--- src/rtl/smd_pkg.sv ---
// ----------------------------------------------------------------------------
// smd_pkg: shared types and constants of the sensor message deframer
// Byte positions of the header, length overheads, status and item class
// codes, and the record passed from the front end to the output stage.
// ----------------------------------------------------------------------------
package smd_pkg;

    localparam int unsigned BYTE_W      = 8;
    localparam int unsigned IDX_W       = 9;
    localparam int unsigned STATUS_W    = 2;
    localparam int unsigned LEN_W       = 16;
    localparam int unsigned CFG_IDX_W   = 2;

    localparam int unsigned DEF_MAX_MESSAGE_BYTES = 256;

    // front/back queue
    localparam int unsigned QUEUE_DEPTH = 4;
    localparam int unsigned QPTR_W      = $clog2(QUEUE_DEPTH);

    // configuration register indexes
    localparam logic [CFG_IDX_W-1:0] CFG_PREAMBLE = 2'd0;
    localparam logic [CFG_IDX_W-1:0] CFG_BUS_ID   = 2'd1;
    localparam logic [CFG_IDX_W-1:0] CFG_EXT_MARK = 2'd2;

    localparam logic [BYTE_W-1:0] RST_PREAMBLE = 8'd250;
    localparam logic [BYTE_W-1:0] RST_BUS_ID   = 8'd255;
    localparam logic [BYTE_W-1:0] RST_EXT_MARK = 8'd255;

    // header positions
    localparam int unsigned POS_BUS_ID = 1;
    localparam int unsigned POS_LENGTH = 3;
    localparam int unsigned POS_EXT_HI = 4;
    localparam int unsigned POS_EXT_LO = 5;
    localparam int unsigned POS_LEN_KNOWN = 3;  // end check only past this count

    localparam int unsigned NORMAL_OVERHEAD   = 5;
    localparam int unsigned EXTENDED_OVERHEAD = 7;

    // status codes
    localparam logic [STATUS_W-1:0] ST_OK        = 2'd0;
    localparam logic [STATUS_W-1:0] ST_BAD_HDR   = 2'd1;
    localparam logic [STATUS_W-1:0] ST_CHECKSUM  = 2'd2;
    localparam logic [STATUS_W-1:0] ST_TOO_LARGE = 2'd3;

    // item class decided by the front end
    localparam logic [1:0] CLS_MID = 2'd0;
    localparam logic [1:0] CLS_END = 2'd1;
    localparam logic [1:0] CLS_ERR = 2'd2;

    typedef struct packed {
        logic [BYTE_W-1:0] prm;
        logic [BYTE_W-1:0] bus_id;
        logic [BYTE_W-1:0] ext_mark;
    } t_cfg;

    typedef struct packed {
        logic [BYTE_W-1:0] data_byte;
        logic [IDX_W-1:0]  byte_index;
        logic [1:0]        cls;
        logic              hdr_ok;
        logic              sum_zero;
    } t_rec;

endpackage

--- src/rtl/smd_byte_if.sv ---
// ----------------------------------------------------------------------------
// smd_byte_if: received byte channel
// Valid/ready channel carrying one serial byte per item.
// ----------------------------------------------------------------------------
interface smd_byte_if
    import smd_pkg::*;
();
    logic              valid;
    logic              ready;
    logic [BYTE_W-1:0] rx_byte;

    modport source (output valid, output rx_byte, input ready);
    modport sink   (input valid, input rx_byte, output ready);
endinterface

--- src/rtl/smd_msg_if.sv ---
// ----------------------------------------------------------------------------
// smd_msg_if: message byte channel
// Valid/ready channel carrying one message byte with index and status.
// ----------------------------------------------------------------------------
interface smd_msg_if
    import smd_pkg::*;
();
    logic                valid;
    logic                ready;
    logic [BYTE_W-1:0]   data_byte;
    logic [IDX_W-1:0]    byte_index;
    logic                is_last;
    logic [STATUS_W-1:0] status;

    modport source (output valid, output data_byte, output byte_index,
                    output is_last, output status, input ready);
    modport sink   (input valid, input data_byte, input byte_index,
                    input is_last, input status, output ready);
endinterface

--- src/rtl/smd_front.sv ---
// ----------------------------------------------------------------------------
// smd_front: preamble hunt and message state tracking
// Filters bytes while hunting, tracks index, length, sum and header check,
// and classifies each message byte into a record for the queue.
// ----------------------------------------------------------------------------
module smd_front
    import smd_pkg::*;
#(
    parameter int unsigned MAX_MESSAGE_BYTES = DEF_MAX_MESSAGE_BYTES
) (
    input  logic        i_clk,
    input  logic        i_rst_n,
    input  t_cfg        i_cfg,
    smd_byte_if.sink    i_rx,
    input  logic        i_full,
    output logic        o_push,
    output t_rec        o_rec
);

    localparam int unsigned CW = $clog2(MAX_MESSAGE_BYTES + 1);
    localparam int unsigned LW = 18;
    localparam logic [CW-1:0]  MAX_C = CW'(MAX_MESSAGE_BYTES);
    localparam logic [LW-1:0]  MAX_L = LW'(MAX_MESSAGE_BYTES);

    logic              r_in_msg, n_in_msg;
    logic [CW-1:0]     r_count,  n_count;
    logic [LEN_W-1:0]  r_decl,   n_decl;
    logic [BYTE_W-1:0] r_sum,    n_sum;
    logic              r_ext,    n_ext;
    logic              r_hdr_ok, n_hdr_ok;

    logic              take;
    logic              active;
    logic              too_large;
    logic              done;
    logic [CW-1:0]     cnt_inc;
    logic [LEN_W-1:0]  decl_upd;
    logic [BYTE_W-1:0] sum_upd;
    logic              ext_upd;
    logic              hdr_upd;
    logic [LW-1:0]     end_len;
    logic [BYTE_W-1:0] b;

    assign b        = i_rx.rx_byte;
    assign i_rx.ready = !i_full;
    assign take     = i_rx.valid && !i_full;
    // while hunting all state already sits at its start values
    assign active   = r_in_msg || (b == i_cfg.prm);

    always_comb begin
        too_large = (LW'(r_decl) > MAX_L) || (r_count >= MAX_C);

        hdr_upd = (r_count == CW'(POS_BUS_ID)) ? (b == i_cfg.bus_id) : r_hdr_ok;
        ext_upd = r_ext || ((r_count == CW'(POS_LENGTH)) && (b == i_cfg.ext_mark));

        decl_upd = r_decl;
        if ((r_count == CW'(POS_LENGTH)) && (b != i_cfg.ext_mark)) begin
            decl_upd = LEN_W'(b);
        end else if (r_ext && (r_count == CW'(POS_EXT_HI))) begin
            decl_upd = {b, 8'h00};
        end else if (r_ext && (r_count == CW'(POS_EXT_LO))) begin
            decl_upd = {r_decl[LEN_W-1:BYTE_W], b};
        end

        sum_upd = (r_count != '0) ? (r_sum + b) : r_sum;
        cnt_inc = r_count + 1'b1;

        end_len = LW'(decl_upd) + (ext_upd ? LW'(EXTENDED_OVERHEAD) : LW'(NORMAL_OVERHEAD));
        done    = (cnt_inc > CW'(POS_LEN_KNOWN)) && (LW'(cnt_inc) == end_len);
    end

    always_comb begin
        o_rec.data_byte  = b;
        o_rec.byte_index = IDX_W'(r_count);
        o_rec.hdr_ok     = hdr_upd;
        o_rec.sum_zero   = (sum_upd == '0);
        if (too_large) begin
            o_rec.cls = CLS_ERR;
        end else if (done) begin
            o_rec.cls = CLS_END;
        end else begin
            o_rec.cls = CLS_MID;
        end
    end

    assign o_push = take && active;

    always_comb begin
        n_in_msg = r_in_msg;
        n_count  = r_count;
        n_decl   = r_decl;
        n_sum    = r_sum;
        n_ext    = r_ext;
        n_hdr_ok = r_hdr_ok;
        if (o_push) begin
            if (too_large || done) begin
                n_in_msg = 1'b0;
                n_count  = '0;
                n_decl   = '0;
                n_sum    = '0;
                n_ext    = 1'b0;
                n_hdr_ok = 1'b1;
            end else begin
                n_in_msg = 1'b1;
                n_count  = cnt_inc;
                n_decl   = decl_upd;
                n_sum    = sum_upd;
                n_ext    = ext_upd;
                n_hdr_ok = hdr_upd;
            end
        end
    end

    always_ff @(posedge i_clk) begin
        if (!i_rst_n) begin
            r_in_msg <= 1'b0;
            r_count  <= '0;
            r_decl   <= '0;
            r_sum    <= '0;
            r_ext    <= 1'b0;
            r_hdr_ok <= 1'b1;
        end else begin
            r_in_msg <= n_in_msg;
            r_count  <= n_count;
            r_decl   <= n_decl;
            r_sum    <= n_sum;
            r_ext    <= n_ext;
            r_hdr_ok <= n_hdr_ok;
        end
    end

`ifndef SYNTHESIS
    a_hunt_clean: assert property (@(posedge i_clk) disable iff (!i_rst_n)
        !r_in_msg |-> (r_count == '0 && r_sum == '0 && r_decl == '0 && !r_ext))
        else $error("front: state not cleared while hunting");
    a_no_push_full: assert property (@(posedge i_clk) disable iff (!i_rst_n)
        o_push |-> !i_full)
        else $error("front: push into full queue");
    a_start_index: assert property (@(posedge i_clk) disable iff (!i_rst_n)
        (o_push && !r_in_msg) |-> (o_rec.byte_index == '0 && o_rec.cls == CLS_MID))
        else $error("front: message does not start at index zero");
    a_count_bound: assert property (@(posedge i_clk) disable iff (!i_rst_n)
        r_count <= MAX_C)
        else $error("front: byte count past capacity");
`endif

endmodule

--- src/rtl/smd_queue.sv ---
// ----------------------------------------------------------------------------
// smd_queue: short record queue between front end and output stage
// Register-based FIFO; full and empty come straight from the fill count.
// ----------------------------------------------------------------------------
module smd_queue
    import smd_pkg::*;
(
    input  logic i_clk,
    input  logic i_rst_n,
    input  logic i_push,
    input  t_rec i_rec,
    output logic o_full,
    input  logic i_pop,
    output logic o_empty,
    output t_rec o_rec
);

    t_rec              r_mem [QUEUE_DEPTH];
    logic [QPTR_W-1:0] r_wr, n_wr;
    logic [QPTR_W-1:0] r_rd, n_rd;
    logic [QPTR_W:0]   r_cnt, n_cnt;

    assign o_full  = (r_cnt == (QPTR_W+1)'(QUEUE_DEPTH));
    assign o_empty = (r_cnt == '0);
    assign o_rec   = r_mem[r_rd];

    always_comb begin
        n_wr  = i_push ? QPTR_W'(r_wr + 1'b1) : r_wr;
        n_rd  = i_pop  ? QPTR_W'(r_rd + 1'b1) : r_rd;
        n_cnt = r_cnt + (QPTR_W+1)'(i_push) - (QPTR_W+1)'(i_pop);
    end

    always_ff @(posedge i_clk) begin
        if (i_push) begin
            r_mem[r_wr] <= i_rec;
        end
    end

    always_ff @(posedge i_clk) begin
        if (!i_rst_n) begin
            r_wr  <= '0;
            r_rd  <= '0;
            r_cnt <= '0;
        end else begin
            r_wr  <= n_wr;
            r_rd  <= n_rd;
            r_cnt <= n_cnt;
        end
    end

`ifndef SYNTHESIS
    a_no_underflow: assert property (@(posedge i_clk) disable iff (!i_rst_n)
        i_pop |-> !o_empty)
        else $error("queue: pop from empty queue");
    a_cnt_bound: assert property (@(posedge i_clk) disable iff (!i_rst_n)
        r_cnt <= (QPTR_W+1)'(QUEUE_DEPTH))
        else $error("queue: fill count out of range");
    a_ptr_track: assert property (@(posedge i_clk) disable iff (!i_rst_n)
        (r_cnt != '0 && r_cnt != (QPTR_W+1)'(QUEUE_DEPTH)) |-> (r_wr != r_rd))
        else $error("queue: pointers disagree with fill count");
`endif

endmodule

--- src/rtl/smd_back.sv ---
// ----------------------------------------------------------------------------
// smd_back: status resolution and output register
// Turns a queued record into index, last flag and status, held in an
// output register until taken.
// ----------------------------------------------------------------------------
module smd_back
    import smd_pkg::*;
(
    input  logic        i_clk,
    input  logic        i_rst_n,
    input  logic        i_empty,
    input  t_rec        i_rec,
    output logic        o_pop,
    smd_msg_if.source   o_msg
);

    logic                r_valid, n_valid;
    logic [BYTE_W-1:0]   r_data;
    logic [IDX_W-1:0]    r_idx;
    logic                r_last;
    logic [STATUS_W-1:0] r_status;
    logic [STATUS_W-1:0] status_c;

    assign o_pop = !i_empty && (!r_valid || o_msg.ready);

    // priority: too large, then header, then checksum
    always_comb begin
        priority if (i_rec.cls == CLS_ERR) begin
            status_c = ST_TOO_LARGE;
        end else if (i_rec.cls == CLS_END && !i_rec.hdr_ok) begin
            status_c = ST_BAD_HDR;
        end else if (i_rec.cls == CLS_END && !i_rec.sum_zero) begin
            status_c = ST_CHECKSUM;
        end else begin
            status_c = ST_OK;
        end
    end

    always_comb begin
        if (o_pop) begin
            n_valid = 1'b1;
        end else if (o_msg.ready) begin
            n_valid = 1'b0;
        end else begin
            n_valid = r_valid;
        end
    end

    always_ff @(posedge i_clk) begin
        if (!i_rst_n) begin
            r_valid <= 1'b0;
        end else begin
            r_valid <= n_valid;
        end
    end

    always_ff @(posedge i_clk) begin
        if (o_pop) begin
            r_data   <= i_rec.data_byte;
            r_idx    <= i_rec.byte_index;
            r_last   <= (i_rec.cls != CLS_MID);
            r_status <= status_c;
        end
    end

    assign o_msg.valid      = r_valid;
    assign o_msg.data_byte  = r_data;
    assign o_msg.byte_index = r_idx;
    assign o_msg.is_last    = r_last;
    assign o_msg.status     = r_status;

endmodule

--- src/rtl/sensor_message_deframer.sv ---
// ----------------------------------------------------------------------------
// sensor_message_deframer: preamble / length / checksum message receiver
// Path: an accepted byte is written into the queue, then loaded into the
// output register and offered at the output from there.
// Throughput: one byte per cycle while the queue is not full.
// Reset (synchronous, active low): hunting, queue empty, output invalid,
// registers back to preamble 250, bus id 255, extended marker 255.
// ----------------------------------------------------------------------------
module sensor_message_deframer
    import smd_pkg::*;
#(
    parameter int unsigned MAX_MESSAGE_BYTES = DEF_MAX_MESSAGE_BYTES
) (
    input  logic                 i_clk,
    input  logic                 i_rst_n,
    input  logic                 i_cfg_we,
    input  logic [CFG_IDX_W-1:0] i_cfg_idx,
    input  logic [BYTE_W-1:0]    i_cfg_wdata,
    smd_byte_if.sink             i_rx,
    smd_msg_if.source            o_msg
);

    // Structure:
    //   front  - hunts for the preamble, keeps index / length / sum / header
    //            state, and tags each message byte as mid, end or too large.
    //            Bytes seen while hunting are taken and dropped.
    //   queue  - four-entry FIFO; front ready is simply "queue not full",
    //            so an output stall never reaches the input combinationally.
    //   back   - works out the status of an end item and holds the item in
    //            the output register until it is taken.

    t_cfg r_cfg;
    t_cfg n_cfg;

    logic q_push;
    logic q_full;
    logic q_pop;
    logic q_empty;
    t_rec rec_in;
    t_rec rec_out;

    // Configuration registers; writes to an unused index are ignored.
    always_comb begin
        n_cfg = r_cfg;
        if (i_cfg_we) begin
            unique case (i_cfg_idx)
                CFG_PREAMBLE: n_cfg.prm      = i_cfg_wdata;
                CFG_BUS_ID:   n_cfg.bus_id   = i_cfg_wdata;
                CFG_EXT_MARK: n_cfg.ext_mark = i_cfg_wdata;
                default:      n_cfg          = r_cfg;
            endcase
        end
    end

    always_ff @(posedge i_clk) begin
        if (!i_rst_n) begin
            r_cfg.prm      <= RST_PREAMBLE;
            r_cfg.bus_id   <= RST_BUS_ID;
            r_cfg.ext_mark <= RST_EXT_MARK;
        end else begin
            r_cfg <= n_cfg;
        end
    end

    smd_front #(
        .MAX_MESSAGE_BYTES (MAX_MESSAGE_BYTES)
    ) u_front (
        .i_clk   (i_clk),
        .i_rst_n (i_rst_n),
        .i_cfg   (r_cfg),
        .i_rx    (i_rx),
        .i_full  (q_full),
        .o_push  (q_push),
        .o_rec   (rec_in)
    );

    smd_queue u_queue (
        .i_clk   (i_clk),
        .i_rst_n (i_rst_n),
        .i_push  (q_push),
        .i_rec   (rec_in),
        .o_full  (q_full),
        .i_pop   (q_pop),
        .o_empty (q_empty),
        .o_rec   (rec_out)
    );

    smd_back u_back (
        .i_clk   (i_clk),
        .i_rst_n (i_rst_n),
        .i_empty (q_empty),
        .i_rec   (rec_out),
        .o_pop   (q_pop),
        .o_msg   (o_msg)
    );

endmodule

--- src/flat_wrapper.sv ---
// flat-port wrapper written by rule: the top's interface ports become plain ports
module sensor_message_deframer_flat import smd_pkg::*;
#(
    parameter int unsigned MAX_MESSAGE_BYTES = DEF_MAX_MESSAGE_BYTES
)
  (i_clk, i_rst_n, i_cfg_we, i_cfg_idx, i_cfg_wdata, i_rx_valid, i_rx_rx_byte, i_rx_ready, o_msg_valid, o_msg_data_byte, o_msg_byte_index, o_msg_is_last, o_msg_status, o_msg_ready);
  smd_byte_if i_rx_i ();
  smd_msg_if o_msg_i ();
  input  logic i_clk;
  input  logic i_rst_n;
  input  logic i_cfg_we;
  input  logic [CFG_IDX_W-1:0] i_cfg_idx;
  input  logic [BYTE_W-1:0] i_cfg_wdata;
  input wire logic [$bits(i_rx_i.valid)-1:0] i_rx_valid;
  input wire logic [$bits(i_rx_i.rx_byte)-1:0] i_rx_rx_byte;
  output wire logic [$bits(i_rx_i.ready)-1:0] i_rx_ready;
  output wire logic [$bits(o_msg_i.valid)-1:0] o_msg_valid;
  output wire logic [$bits(o_msg_i.data_byte)-1:0] o_msg_data_byte;
  output wire logic [$bits(o_msg_i.byte_index)-1:0] o_msg_byte_index;
  output wire logic [$bits(o_msg_i.is_last)-1:0] o_msg_is_last;
  output wire logic [$bits(o_msg_i.status)-1:0] o_msg_status;
  input wire logic [$bits(o_msg_i.ready)-1:0] o_msg_ready;
  assign i_rx_i.valid = i_rx_valid;
  assign i_rx_i.rx_byte = i_rx_rx_byte;
  assign i_rx_ready = i_rx_i.ready;
  assign o_msg_valid = o_msg_i.valid;
  assign o_msg_data_byte = o_msg_i.data_byte;
  assign o_msg_byte_index = o_msg_i.byte_index;
  assign o_msg_is_last = o_msg_i.is_last;
  assign o_msg_status = o_msg_i.status;
  assign o_msg_i.ready = o_msg_ready;
  sensor_message_deframer #(.MAX_MESSAGE_BYTES(MAX_MESSAGE_BYTES)) u_core (.i_clk(i_clk), .i_rst_n(i_rst_n), .i_cfg_we(i_cfg_we), .i_cfg_idx(i_cfg_idx), .i_cfg_wdata(i_cfg_wdata), .i_rx(i_rx_i), .o_msg(o_msg_i));
endmodule
--- config.mk ---
export PLATFORM = sky130hd
export DESIGN_NAME = sensor_message_deframer_flat
export DESIGN_NICKNAME = d
export VERILOG_FILES = /design/src/rtl/smd_pkg.sv /design/src/rtl/smd_byte_if.sv /design/src/rtl/smd_msg_if.sv /design/src/rtl/smd_front.sv /design/src/rtl/smd_queue.sv /design/src/rtl/smd_back.sv /design/src/rtl/sensor_message_deframer.sv /design/src/flat_wrapper.sv
export SDC_FILE = /design/constraint.sdc
export NUM_CORES = 1
export LEC_CHECK = 0
export BUFFER_PORTS_ARGS = -buffer_cell sky130_fd_sc_hd__buf_2
export CAP_MARGIN = 20
export CORE_MARGIN = 2
export CORE_UTILIZATION = 45
export CTS_CLUSTER_DIAMETER = 60
export DETAILED_ROUTE_END_ITERATION = 10
export PLACE_DENSITY = 0.63
export SYNTH_ARGS = -nofsm -noshare
export SYNTH_HDL_FRONTEND = slang
export SYNTH_SLANG_ARGS = --single-unit
--- constraint.sdc ---
create_clock -name i_clk -period 7.2 [get_ports i_clk]
set_input_delay 0.36 -clock i_clk [delete_from_list [all_inputs] [get_ports i_clk]]
set_output_delay 0.36 -clock i_clk [all_outputs]
set_load 0.01 [all_outputs]
### After elaboration in Yosys (flattened, before gate mapping)

Memory sizes are Yosys's and may differ from the RTL's. A register that Yosys moved wholly into a read port is not among the register bits.
Index checks and enable logic that the tools add are counted.
Widths: inputs -> output; s select.

* bits of input ports: 23
* flip-flop bits (word level): 88
* memory bits (writable): 84
* memories kept: 1
* output and inout port bits: 22
* word-level logic and storage cells: 95

* reduce and logical (&&, ||, !) cells: 30
* multiplexer cells: 22
* $lt $le $gt $ge: 3
* add/subtract/negate cells: 7
* equality and inequality tests: 14

Memory list
* u_core.u_queue.r_mem: depth 4, bits a word 21, read ports 1, clocked after memory_dff 1, wr ports 1, RTL line smd_queue.sv:18 `t_rec r_mem [QUEUE_DEPTH];`

Operators by type and width (count)
* $mux 16: 3
* $eq 8x8->1: 3
* $mux 8: 3
* $eq 9x3->1 const B: 2
* $add 16x3->17: 1
* $eq 9x17->1: 1
* $gt 16x9->1 const B: 1
* $mux 2: 6
* $logic_and 1x1->1: 10
* $add 9x1->9 const B: 1
* $eq 9x1->1 const B: 1
* $eq 9x2->1 const B: 1
* $ge 9x9->1 const B: 1
* $gt 9x2->1 const B: 1
* $mux 1: 9
* $mux 9: 1
* $reduce_bool 9->1: 1
* $add 8x8->8: 1
* $logic_not 8->1: 1
* $ne 8x8->1: 1
* $reduce_and 2->1: 3
* $logic_not 1->1: 5
* $logic_or 1x1->1: 5
* $add 2x1->2 const B: 2
* 9 further kinds: 12

### Logic depth before layout (Yosys ltp)

* word-level depth: 10
* gate-level depth with buffers: 20
* mapped depth without buffers: 16

### Modules after synthesis

A second synthesis with hierarchy kept.

* cells, all modules: 657
* area, all modules: 8274.2 µm²

By module, submodules not included
* smd_queue: area an instance 3474.6 µm², times used 1, cells an instance 152
* smd_front: area an instance 3116.7 µm², times used 1, cells an instance 383
* sensor_message_deframer: area an instance 989.7 µm², times used 1, cells an instance 92
* smd_back: area an instance 693.2 µm², times used 1, cells an instance 30

### Worst setup path before layout

OpenSTA, ideal clock, no wires.

* kind: input -> register
* start: input port i_rx_rx_byte[2]
* end: register u_core.u_front.r_count[5]
* data arrival time: 4.126 ns
* path slack: 2.960 ns
* cell stages on the path: 18
* data required time: 7.086 ns
* library setup time: 0.114 ns
* cells stage by stage: clkbuf_1 -> xnor2_1 -> nand4_1 -> o21ai_1 -> clkbuf_1 -> nand2_1 -> a2bb2oi_1 -> inv_1 -> fa_1 -> or2_2 -> and4_1 -> a2111oi_0 -> nand4_1 -> o31ai_2 -> buf_4 -> buf_6 -> nor3_1 -> a21o_1

* longest elaborated chain between the ends: 9

Ends and longest elaborated chain
* from (decl): RTL line flat_wrapper.sv:15 `input wire logic [$bits(i_rx_i.rx_byte)-1:0] i_rx_rx_byte;`
* $eq 8x8->1: RTL line smd_front.sv:54 `ext_upd = r_ext || ((r_count == CW'(POS_LENGTH)) && (b == i_cfg.ext_mark));`
* $logic_and 1x1->1: RTL line smd_front.sv:54
* $logic_or 1x1->1: RTL line smd_front.sv:54
* $mux 2: RTL line smd_front.sv:68 `end_len = LW'(decl_upd) + (ext_upd ? LW'(EXTENDED_OVERHEAD) : LW'(NORMAL_OVERHEAD));`
* $add 16x3->17: RTL line smd_front.sv:68
* $eq 9x17->1: RTL line smd_front.sv:69 `done = (cnt_inc > CW'(POS_LEN_KNOWN)) && (LW'(cnt_inc) == end_len);`
* $logic_and 1x1->1: RTL line smd_front.sv:69
* $logic_or 1x1->1: RTL line smd_front.sv:96 `if (too_large || done) begin`
* $mux 9: RTL line smd_front.sv:96
* to (signal assigned): RTL line smd_front.sv:124 `r_count <= n_count;`
* to (decl): RTL line smd_front.sv:26 `logic [CW-1:0] r_count, n_count;`

Several ways; a longest one is shown, not always the timed one.
A chain may end at the register's enable or synchronous reset.

### Worst setup path in the final report

* start: register u_core.u_front.r_count[8]
* end: register u_core.u_front.r_sum[3]

* longest elaborated chain between the ends: 10

Ends and longest elaborated chain
* $eq 9x3->1: RTL line smd_front.sv:61 `end else if (r_ext && (r_count == CW'(POS_EXT_LO))) begin`
* $logic_and 1x1->1: RTL line smd_front.sv:61
* $mux 8: RTL line smd_front.sv:61
* $mux 16: RTL line smd_front.sv:59 `end else if (r_ext && (r_count == CW'(POS_EXT_HI))) begin`
* $mux 16: RTL line smd_front.sv:57 `if ((r_count == CW'(POS_LENGTH)) && (b != i_cfg.ext_mark)) begin`
* $add 16x3->17: RTL line smd_front.sv:68
* $eq 9x17->1: RTL line smd_front.sv:69
* $logic_and 1x1->1: RTL line smd_front.sv:69
* $logic_or 1x1->1: RTL line smd_front.sv:96
* $mux 8 *: RTL line smd_front.sv:96
* to (signal assigned): RTL line smd_front.sv:126 `r_sum <= n_sum;`
* to (decl): RTL line smd_front.sv:28 `logic [BYTE_W-1:0] r_sum, n_sum;`

Mark *: on every way between the ends. The rest lies on a longest branch, timed or not.

==> impl_metrics.env <==
export IMPL_fin_skew_ns=0.0123
export IMPL_clock_latency_ns=0.42
export IMPL_fin_crit_sh_pct=74.0
export IMPL_rsz0062_at_grt="false"
export IMPL_cpMaxStageDelayCell="nor4_4"
export IMPL_gp_congestion=0.940
export IMPL_synth_nets=783
export IMPL_worst_path_buf_inv=1
export IMPL_finalSetupTns_ns=0
export IMPL_ys_warnings_count=0
export IMPL_peakVddDrop_v=0.000129
export IMPL_syn_inst=739
export IMPL_syn_to_final_growth_pct=12.7
export IMPL_p_total_mw=2.46
export IMPL_clock_sinks=174
export IMPL_final_hold_viol_count=0
export IMPL_synth_area_um2=8390
export IMPL_cts_root_buf="clkbuf_16"
export IMPL_synth_cell_types=73
export IMPL_cts_buffers_inserted=17
export IMPL_period_needed_ns=5.33
export IMPL_worstMarginPinSlew_ns=1.03
export IMPL_fp_row_count=49
export IMPL_path_cells="nor4_4, and3_1, o21ai_1, nand2_1, mux2i_1, nor2_1, ha_1, nor4b_1, o32a_1, nor2_1, nor4_2, nand4_1, o31ai_2, buf_4, o21ai_1, a22o_1"
export IMPL_avgSynthCellArea_um2=11.4
export IMPL_dp_hpwl_um=14300
export IMPL_ys_ff_latch=174
export IMPL_drive_gt1_share_pct=15.5
export IMPL_cts_tree="yes"
export IMPL_grt_overflow=0
export IMPL_drv_cap=0
export IMPL_h_tree_depth=4
export IMPL_async_reset_ff_share_pct=0
export IMPL_grt_max_degree=38
export IMPL_viasPerCell=5.78
export IMPL_fmax_mhz=188
export IMPL_setup_viol=0
export IMPL_slew_violations=0
export IMPL_diodes=0
export IMPL_synth_area_top_cells="edfxtp_1 37%, dfxtp_1 17%, mux4_2 5.6%, nand2_1 4.8%, xnor2_1 3.9%"
export IMPL_pre_cts_ws_ns=1.68
export IMPL_synth_top_area_share_pct=37.2
export IMPL_synth_edff_count=104
export IMPL_drcViolationCount=0
export IMPL_io_buffers=44
export IMPL_relSlewSlack_pct=31.0
export IMPL_p_per_area_nw_per_um2=260
export IMPL_dieWidth_um=141
export IMPL_post_cts_resized=0
export IMPL_synth_main_ff_cell="edfxtp_1"
export IMPL_die_area_um2=19800
export IMPL_path_clk_slew_ns=0.07
export IMPL_cp_arrival_ns=5.63
export IMPL_first_pass_iters=5
export IMPL_die_h_um=141
export IMPL_dr_total_vias=5872
export IMPL_antenna_left=0
export IMPL_grt_pass1_vias=5792
export IMPL_grt_pass1_wl_um=32300
export IMPL_worstSetupPathType="register to register"
export IMPL_r2r_setup_slack_ns=1.87
export IMPL_hold_path_class="input port to register"
export IMPL_crit_required_ns=7.51
export IMPL_nets=818
export IMPL_layout_setup_ws_ns=1.87
export IMPL_synth_yosys_seq_area_share_pct=53.9
export IMPL_grt_total_usage_pct=21.3
export IMPL_post_cts_setup_buffers=0
export IMPL_routed_wl_um=20200
export IMPL_io_pins=45
export IMPL_cp_start_kind="register"
export IMPL_start_util_pct=46.3
export IMPL_power_leakage_nw=3.47
export IMPL_endpoint_kind="register"
export IMPL_worst_path_dominant_cell_family="simple AND/OR/NAND/NOR gates"
export IMPL_core_um2=18100
export IMPL_cpPeakStageDelay_ns=0.54
export IMPL_crit_fanout=29
export IMPL_synth_area_leader_cell="edfxtp_1"
export IMPL_hold_buffers=0
export IMPL_synthTopCellsByCount="107 x nand2_1, 104 x edfxtp_1, 70 x dfxtp_1"
export IMPL_yosysMostFrequentCell="nand2_1"
export IMPL_dr_first_iter_drc_count=616
export IMPL_post_drt_wl_per_cell_um=19.8
export IMPL_antenna_found_initial=0
export IMPL_clock_path_buffers=2
export IMPL_outcome="complete, no violations"
## per-layer routing
layer | track usage (%) | share of wire (%) | up-vias
met5 | 0 | 0 | -
met4 | 5.79 | 1.5 | 0
met3 | 5.43 | 6.6 | 25
met2 | 33.1 | 47 | 199
met1 | 30.0 | 45 | 2850
li1 | - | - | 2798
## metrics by stage
step           utilization, %  hold slack, ns  area, µm²  instances
2_1_floorplan               -           0.432       8390        739
3_3_place_gp             48.4           0.458       8770        979
3_5_place_dp             48.8           0.473       8860        982
4_1_cts                  51.8           0.176       9400       1014
5_1_grt                  52.1           0.199       9460       1016
6_report                 52.1           0.189       9460       1016
## registers in the layout, indices dropped and copies added (netlist names), named ones only
signal,cells
u_core.u_back.o_msg.valid,1
u_core.u_front.r_hdr_ok,1
u_core.u_queue.r_cnt,3
u_core.u_back.o_msg.is_last,1
u_core.u_queue.r_mem,84
u_core.u_back.o_msg.byte_index,9
u_core.u_back.o_msg.status,2
u_core.u_front.r_ext,1
u_core.u_front.r_count,9
u_core.u_back.o_msg.data_byte,8
u_core.r_cfg,24
u_core.u_front.r_sum,8
u_core.u_queue.r_rd,2
u_core.u_front.r_decl,16
u_core.u_front.r_in_msg,1
u_core.u_queue.r_wr,2
## report_power, final
part           internal (mW)  switching [mW]  total [mW]
Combinational          0.192           0.220       0.411
Sequential              1.16          0.0325        1.19
Clock                  0.478           0.376       0.855
Total                   1.83           0.629        2.46
## final timing paths
check | end | cells after the start | start
min | u_core.r_cfg[0] | 3 | i_cfg_wdata[0]
min reg2reg | u_core.u_front.r_in_msg | 2 | u_core.u_front.r_in_msg
max | u_core.u_front.r_sum[3] | 16 | u_core.u_front.r_count[8]
max reg2reg | u_core.u_front.r_sum[3] | 16 | u_core.u_front.r_count[8]
## worst register-to-register path, delay by kind of cell (launching register included)
kind,cells,cell delay (ns)
buffers and inverters,1,0.37
flip-flops,1,0.45
AND/OR/NAND/NOR,8,2.26
AO/OA/AOI/OAI,5,1.50
multiplexers,1,0.27
adder cells (fa/ha/maj),1,0.36
## kinds of logic (layout without fill, tap and decap cells)
| kind of cell | count (synthesis) | count (layout) | synth area share, % |
|---|---|---|---|
| compound gates | 116 | 116 | 9.35 |
| fa+ha+maj | 21 | 21 | 3.40 |
| xor+xnor | 53 | 53 | 5.69 |
| flops | 174 | 174 | 53.9 |
| simple gates | 278 | 278 | 16.9 |
| mux | 40 | 40 | 7.96 |
| buf+inv | 57 | 105 | 2.83 |
## placed cells by master (no fill, tap or decap), types with 4 or more instances in the layout
cell,instances
o31a_1,4
nor4_1,18
a22o_1,7
mux2_2,4
edfxtp_1,104
inv_1,20
nand2_1,107
buf_4,4
o22ai_1,4
nor3_1,10
nand4_1,12
and3_1,8
clkbuf_16,17
and2_1,15
mux2i_1,15
inv_6,4
a21boi_0,8
xnor2_1,37
buf_16,5
a21o_1,7
o21ai_1,5
mux4_2,21
buf_2,44
a21oi_1,18
o21bai_1,4
nand2b_1,9
o31ai_1,6
nand3_1,38
ha_1,18
o21ai_0,25
nor2_1,28
xor2_1,15
dfxtp_1,70
## layout make-up
cell class / count / area [µm²]
multi-input cells: 508 / 3640
repair buffers: 53 / 388
clock buffers: 19 / 433
flip-flops and latches: 174 / 4520
fillers: 1598 / 8690
inverters: 20 / 75.1
well taps: 229 / 287
clock inverters: 13 / 114
(Power assumes the default switching activity.)
